### src/rtl/sfov_pkg.sv
package sfov_pkg;

	localparam int MapSide = 32;
	localparam int SideEff = (MapSide < 32) ? MapSide : 32;
	localparam int RowW = 5;
	localparam int StackDepth = 32;
	localparam int SpW = 6;

	typedef struct packed {
		logic        operation;
		logic [4:0]  row_index;
		logic [31:0] wall_bits;
		logic [4:0]  center_x;
		logic [4:0]  center_y;
		logic [5:0]  view_radius;
	} in_word_t;

	typedef struct packed {
		logic [4:0]  out_row;
		logic [31:0] visible_bits;
		logic        last;
	} out_word_t;

	localparam logic OP_WRITE = 1'b0;
	localparam logic OP_COMPUTE = 1'b1;

	// Slope numerators/denominators: odd values up to 2*63+1, plus 0 and 1.
	typedef logic signed [8:0] slope_t;

	// One scan frame (saved state of a suspended row loop).
	typedef struct packed {
		logic [6:0] row;      // current row i
		logic [6:0] dx_mag;   // -dx, next cell to resume at
		slope_t     sn;
		slope_t     sd;
		slope_t     en;
		slope_t     ed;
		slope_t     nn;
		slope_t     nd;
		logic       blocked;
		logic       row_end;  // every cell of the row done
	} frame_t;

	typedef enum logic [3:0] {
		ST_IDLE,
		ST_CLEAR,
		ST_OCT,
		ST_ROW,
		ST_CELL,
		ST_VIS,
		ST_POP,
		ST_OUT
	} state_t;

	typedef struct packed {
		logic clear_row;
		logic oct_init;
		logic row_init;
		logic cell_eval;
		logic cell_commit;
		logic pop;
		logic out_emit;
	} cmd_t;

	typedef struct packed {
		logic clear_done;
		logic row_done;    // i > rad, or blocked at end of row
		logic cell_end;    // dx past zero or end slope reached: row finished
		logic descend;     // frame pushed, nested scan starts
		logic stack_empty;
		logic oct_last;
		logic out_last;
	} status_t;

	function automatic logic signed [1:0] oct_mul(input logic [2:0] k, input logic [1:0] j);
		logic signed [1:0] m [8][4];
		m[0] = '{2'sd1, 2'sd0, 2'sd0, 2'sd1};
		m[1] = '{2'sd0, 2'sd1, 2'sd1, 2'sd0};
		m[2] = '{-2'sd1, 2'sd0, 2'sd0, 2'sd1};
		m[3] = '{2'sd0, -2'sd1, 2'sd1, 2'sd0};
		m[4] = '{-2'sd1, 2'sd0, 2'sd0, -2'sd1};
		m[5] = '{2'sd0, -2'sd1, -2'sd1, 2'sd0};
		m[6] = '{2'sd1, 2'sd0, 2'sd0, -2'sd1};
		m[7] = '{2'sd0, 2'sd1, -2'sd1, 2'sd0};
		return m[k][j];
	endfunction

endpackage

### src/rtl/sfov_ctrl.sv
module sfov_ctrl (
	input  logic              clk,
	input  logic              arst_n,
	input  logic              start,
	input  logic              operation,
	input  sfov_pkg::status_t stat,
	output sfov_pkg::cmd_t    cmd,
	output logic              busy
);

	sfov_pkg::state_t state_q, state_d;

	always_ff @(posedge clk or negedge arst_n) begin
		if (!arst_n) begin
			state_q <= sfov_pkg::ST_IDLE;
		end else begin
			state_q <= state_d;
		end
	end

	always_comb begin
		state_d = state_q;
		cmd = '0;
		busy = 1'b1;
		unique case (state_q)
			sfov_pkg::ST_IDLE: begin
				busy = 1'b0;
				if (start && operation == sfov_pkg::OP_COMPUTE) begin
					state_d = sfov_pkg::ST_CLEAR;
				end
			end
			sfov_pkg::ST_CLEAR: begin
				cmd.clear_row = 1'b1;
				if (stat.clear_done) state_d = sfov_pkg::ST_OCT;
			end
			sfov_pkg::ST_OCT: begin
				cmd.oct_init = 1'b1;
				state_d = sfov_pkg::ST_ROW;
			end
			sfov_pkg::ST_ROW: begin
				if (stat.row_done) begin
					state_d = sfov_pkg::ST_POP;
				end else begin
					cmd.row_init = 1'b1;
					state_d = sfov_pkg::ST_CELL;
				end
			end
			sfov_pkg::ST_CELL: begin
				cmd.cell_eval = 1'b1;
				if (stat.cell_end) state_d = sfov_pkg::ST_ROW;
				else state_d = sfov_pkg::ST_VIS;
			end
			sfov_pkg::ST_VIS: begin
				cmd.cell_commit = 1'b1;
				if (stat.descend) state_d = sfov_pkg::ST_ROW;
				else state_d = sfov_pkg::ST_CELL;
			end
			sfov_pkg::ST_POP: begin
				cmd.pop = 1'b1;
				if (stat.stack_empty) begin
					state_d = stat.oct_last ? sfov_pkg::ST_OUT : sfov_pkg::ST_OCT;
				end else begin
					state_d = sfov_pkg::ST_CELL;
				end
			end
			sfov_pkg::ST_OUT: begin
				cmd.out_emit = 1'b1;
				if (stat.out_last) state_d = sfov_pkg::ST_IDLE;
			end
			default: state_d = sfov_pkg::ST_IDLE;
		endcase
	end

endmodule

### config.mk
export PLATFORM = sky130hd
export DESIGN_NAME = sfov_ctrl
export DESIGN_NICKNAME = d
export VERILOG_FILES = /design/src/rtl/sfov_pkg.sv /design/src/rtl/sfov_ctrl.sv
export SDC_FILE = /design/constraint.sdc
export NUM_CORES = 1
export LEC_CHECK = 0
export BUFFER_PORTS_ARGS = -buffer_cell sky130_fd_sc_hd__clkbuf_2
export CAP_MARGIN = 5
export CORE_AREA = 2 2 39 41
export DETAILED_ROUTE_END_ITERATION = 7
export DIE_AREA = 0 0 41 43
export SYNTH_ARGS = -nofsm -noshare
export SYNTH_HDL_FRONTEND = slang
export SYNTH_SLANG_ARGS = --single-unit
### constraint.sdc
create_clock -name clk -period 1.53 [get_ports clk]
set_clock_uncertainty 0.15 [all_clocks]
set_input_delay 0.0765 -clock clk [delete_from_list [all_inputs] [get_ports clk]]
set_output_delay 0.0765 -clock clk [all_outputs]
set_load 0.01 [all_outputs]
# Yosys cells after proc, flatten, opt, wreduce, memory -nomap -nowiden
# Index checks and enable logic that the tools add are counted.
dict set report classes {
  add_sub_neg 0
  n_reduce_logical 3
  multipliers 0
  shifts 0
  muxes 18
  n_div 0
  eq_ne 10
  bitwise 0
  magnitude_cmp 0
}
# operator count
set op_table {}
lappend op_table {{$pmux W4 S8} 1}
lappend op_table {{$eq A4 B3 Y1 const B} 4}
lappend op_table {{$mux W3} 4}
lappend op_table {{$mux W4} 3}
lappend op_table {{$mux W1} 9}
lappend op_table {{$eq A4 B2 Y1 const B} 2}
lappend op_table {{$ne A2 B2 Y1 const B} 3}
lappend op_table {{$eq A4 B1 Y1 const B} 1}
lappend op_table {{$logic_not A4 Y1} 1}
lappend op_table {{$reduce_and A3 Y1} 1}
lappend op_table {{$mux W2} 1}
lappend op_table {{$logic_and A1 B1 Y1} 1}
dict set report word_totals {
  ram_bits 0
  rom_bits 0
  reg_bits 4
  out_inout_bits 8
  in_bits 11
  latchBits 0
  memories 0
  wordCells 32
}

# Depth between registers and ports, before layout
dict set report logic_depth {
  ltp_word 3
  ltp_mapped 5
  depth_no_buf 4
}

# Least setup slack after synthesis
# OpenSTA, ideal clock, no wires.
dict set report synth_path {
  path_kind {register to register}
  start {reg state_q[0]}
  end {reg state_q[1]}
  slack_ns 0.264
  synth_period_minus_slack_ns 1.266
  setup_ns 0.076
  path_buffers 1
  required_time_ns 1.304
  t_arrival_ns 1.040
  path_stages_with_launch 5
  cell_sequence {dfrtp_1 > buf_6 > and3_1 > a221o_1 > o21ai_1}
}
dict set report synth_via {
  elab_chain_cells 3
  word_cells_on_any_way 13
  classes_between {10 x eq/ne; 1 x mux; 2 x reduce/logical}
}
# item line_no
set synth_rtl {}
lappend synth_rtl {{start, declared} sfov_ctrl.sv:11} ;# sfov_pkg::state_t state_q, state_d;
lappend synth_rtl {{start signal, assigned} sfov_ctrl.sv:15} ;# state_q <= sfov_pkg::ST_IDLE;
lappend synth_rtl {{start signal, assigned} sfov_ctrl.sv:17} ;# state_q <= state_d;
lappend synth_rtl {{$eq A4 B1 Y1, or another cell as far along} sfov_ctrl.sv:25} ;# unique case (state_q)
lappend synth_rtl {{$ne A2 B2 Y1 (no line)} -}
lappend synth_rtl {{$reduce_and A3 Y1 (no line)} -}
# Several ways; a longest one is shown, not always the timed one.
# A chain may end at the register's enable or synchronous reset.

# Worst setup path in the final report
dict set report layout_path {
  start {reg state_q[2]}
  end {out busy}
}
dict set report layout_via {
  elab_chain_cells 2
}
# item line_no
set layout_rtl {}
lappend layout_rtl {{$logic_not A4 Y1} sfov_ctrl.sv:25}
lappend layout_rtl {{$mux W1} sfov_ctrl.sv:25}
lappend layout_rtl {{end, declared} sfov_ctrl.sv:8} ;# output logic busy
# Every way passes these cells.

==> flow_summary.json <==
{
  "outcome": "finished clean",
  "min_path_type": "in -> reg",
  "synth_nets": 56,
  "grt_start_max_net_pins": 18,
  "hold_start": "stat[0]",
  "fillers": 157,
  "tns_ns": 0,
  "worstRegToRegCells": 4,
  "whs_path_depth": 4,
  "core_area_um2": 1380,
  "dieArea_um2": 1760,
  "path_cells": "buf_4 > or3_1 > clkbuf_2",
  "die_h_um": 43,
  "crit_buf_inv": 2,
  "fmax_mhz": 678,
  "drcViolationCount": 0,
  "numCtsBuffers": 3,
  "syn2layout_area_growth_pct": 49.2,
  "p_leak_nw": 0.246,
  "routedWlPerCell_um": 10.1,
  "fin_crit_sh": 0.964,
  "viasPerCell": 4.61,
  "start_util": 0.230,
  "rr_startpoint": "state_q[2]$_DFFE_PN0P_",
  "grt_remaining_overflow": 0,
  "min_period_ns": 1.47,
  "worst_path_max_delay_cell": "dfrtp_2",
  "min_to": "state_q[1]$_DFFE_PN0P_",
  "finalPower_mw": 0.854,
  "gp_congestion": 0.852,
  "relSlewSlack": 0.846,
  "port_buffers": 18,
  "grt_pass1_vias": 344,
  "io_pins": 19,
  "ys_types": 24,
  "crit_fanout": 5,
  "ir_drop_uv": 454,
  "drive_gt1_frac": 0.406,
  "crit_path_end_kind": "output port",
  "cp_data_arrival_time_ns": 1.25,
  "largest_register": "state_q",
  "required_ns": 1.30,
  "cp_top_family": "flip-flops",
  "synth_seq_cells": 3,
  "tritoncts": "done",
  "finalMaxSlewViolations": 0,
  "postRouteAntennaNets": 0,
  "dp_hpwl_um": 609,
  "max_stage_delay_ns": 0.43,
  "layout.nets": 81,
  "clock_latency_ns": 0.24,
  "row_count": 14,
  "clockBufferDepth": 2,
  "seq_area_frac_synth": 0.236,
  "avgSynthCellArea_um2": 7.06,
  "yosysWarnings": 0,
  "syn_area_um2": 318,
  "cts_root_buf": "clkbuf_4",
  "worst_setup_path_start_kind": "flip-flop",
  "grt_pass1_wl_mm": 1.39,
  "clock_sinks": 3,
  "wl_um": 859,
  "cts_htree_levels": 1,
  "grtUsageTotal": 0.120,
  "setup-violations-final": 0,
  "vias": 392,
  "largest_reg_flops": 3,
  "r2r_end": "state_q[1]$_DFFE_PN0P_",
  "die_w_um": 41,
  "reg2reg_slack_ns": 0.15,
  "antenna_found_initial": 0,
  "drtIter0Drc": 3,
  "path_class": "reg -> out",
  "reg_top3": "state_q (3)",
  "drtPass1Iterations": 3,
  "rsz0062_at_grt": "false",
  "syn_inst": 45,
  "num_antenna_cells": 0,
  "cp.depth": 3,
  "maxCapViolCount": 0,
  "tightest_slew_ns": 0.231,
  "p_per_area_nw_per_um2": 1800,
  "clkTransAtPathRegs_ns": 0.04,
  "final_hold_viol_count": 0
}
## worst reg2reg max path, cell delays in order (launching register included)
cell and delay (ns):
dfrtp_2 0.43, buf_4 0.15, and3_1 0.19, a221o_1 0.26, o21ai_1 0.13
## per-stage QoR
stage / utilization / cell area [um2] / worst slack, ns / std cells / hold WS [ns]
5_1_grt: 0.343 / 474 / 0.00630 / 85 / 0.0239
6_report: 0.343 / 474 / 0.0550 / 85 / 0.00429
3_3_place_gp: 0.297 / 412 / 0.140 / 77 / -0.273
3_5_place_dp: 0.297 / 412 / 0.133 / 77 / -0.273
2_1_floorplan: - / 318 / 0.264 / 45 / -0.369
4_1_cts: 0.343 / 474 / 0.0475 / 85 / 0.00440
## where the power goes
group / total [mW] / switching, mW / internal, mW
Combinational: 0.486 / 0.234 / 0.253
Sequential: 0.221 / 0.0953 / 0.125
Clock: 0.147 / 0.0485 / 0.0982
Total: 0.854 / 0.377 / 0.476
## per-layer routing
layer / share of wire / global-route usage / up-vias
met3: 0.064 / 0.0157 / 2
met1: 0.44 / 0.158 / 170
li1: - / - / 207
met2: 0.47 / 0.163 / 13
met4: 0.021 / 0.100 / 0
met5: 0 / 0 / -
## cells by family (layout without fill, tap and decap cells)
logic type | count (synthesis) | in the layout | share of synthesized area
AOI/OAI and AO/OA | 13 | 13 | 0.252
buffers and inverters | 5 | 29 | 0.0984
DFF | 3 | 3 | 0.236
and+or+nand+nor | 24 | 24 | 0.413
## layout by cell type (no fill, tap or decap), types with 2 or more instances in the layout
cell,instances
buf_4,4
a21oi_1,5
nor3_1,2
inv_1,2
nand3_1,2
dfrtp_2,3
and2_1,3
clkbuf_4,3
o21ai_0,2
nor2_1,3
o21ai_1,2
and3_1,2
nand2_1,4
nor2b_1,3
clkbuf_2,18
## synthesized netlist by cell type
| library cell | count | area [um2] |
|---|---|---|
| a21oi_1 | 5 | 25.0 |
| nand2_1 | 4 | 15.0 |
| and2_1 | 3 | 18.8 |
| dfrtp_1 | 3 | 75.1 |
| nor2_1 | 3 | 11.3 |
| nor2b_1 | 3 | 18.8 |
| and3_1 | 2 | 12.5 |
| inv_1 | 2 | 7.51 |
| nand3_1 | 2 | 10.0 |
| nor3_1 | 2 | 10.0 |
| o21ai_0 | 2 | 10.0 |
| o21ai_1 | 2 | 10.0 |
| a21o_1 | 1 | 7.51 |
| a221o_1 | 1 | 10.0 |
| a311oi_1 | 1 | 8.76 |
| and2b_1 | 1 | 7.51 |
| buf_2 | 1 | 5.00 |
| buf_4 | 1 | 7.51 |
| buf_6 | 1 | 11.3 |
| nand2b_1 | 1 | 6.26 |
| nor3b_1 | 1 | 7.51 |
| o2111ai_1 | 1 | 8.76 |
| or2b_1 | 1 | 7.51 |
| or3_1 | 1 | 6.26 |
## worst max-delay path by stage
| stage | start | endpoint | slack [ns] |
|---|---|---|---|
| after CTS | state_q[2]$_DFFE_PN0P_ | busy | 0.05 |
| after global placement | state_q[1]$_DFFE_PN0P_ | state_q[1]$_DFFE_PN0P_ | 0.14 |
| after global routing | state_q[0]$_DFFE_PN0P_ | cmd[2] | 0.006 |
| after floorplan | state_q[0]$_DFFE_PN0P_ | state_q[1]$_DFFE_PN0P_ | 0.26 |
| final | state_q[2]$_DFFE_PN0P_ | busy | 0.06 |
| after detailed placement | state_q[1]$_DFFE_PN0P_ | state_q[1]$_DFFE_PN0P_ | 0.13 |
## timing repair
item                       in CTS  in global routing
hold buffers                    1                  0
setup buffers                   3                  0
setup endpoints to repair       3                  0
hold endpoints to repair        3                  0
resized for setup               3                  0
## area by class of cell
cell class	count	area, um2	area share
multi-input combinational	37	211	0.446
timing repair buffer	23	130	0.274
inverter	2	7.51	0.0158
tap	16	20.0	0.0422
clock buffer	4	26.3	0.0554
sequential	3	78.8	0.166
Power figures use the tool's default switching activity.
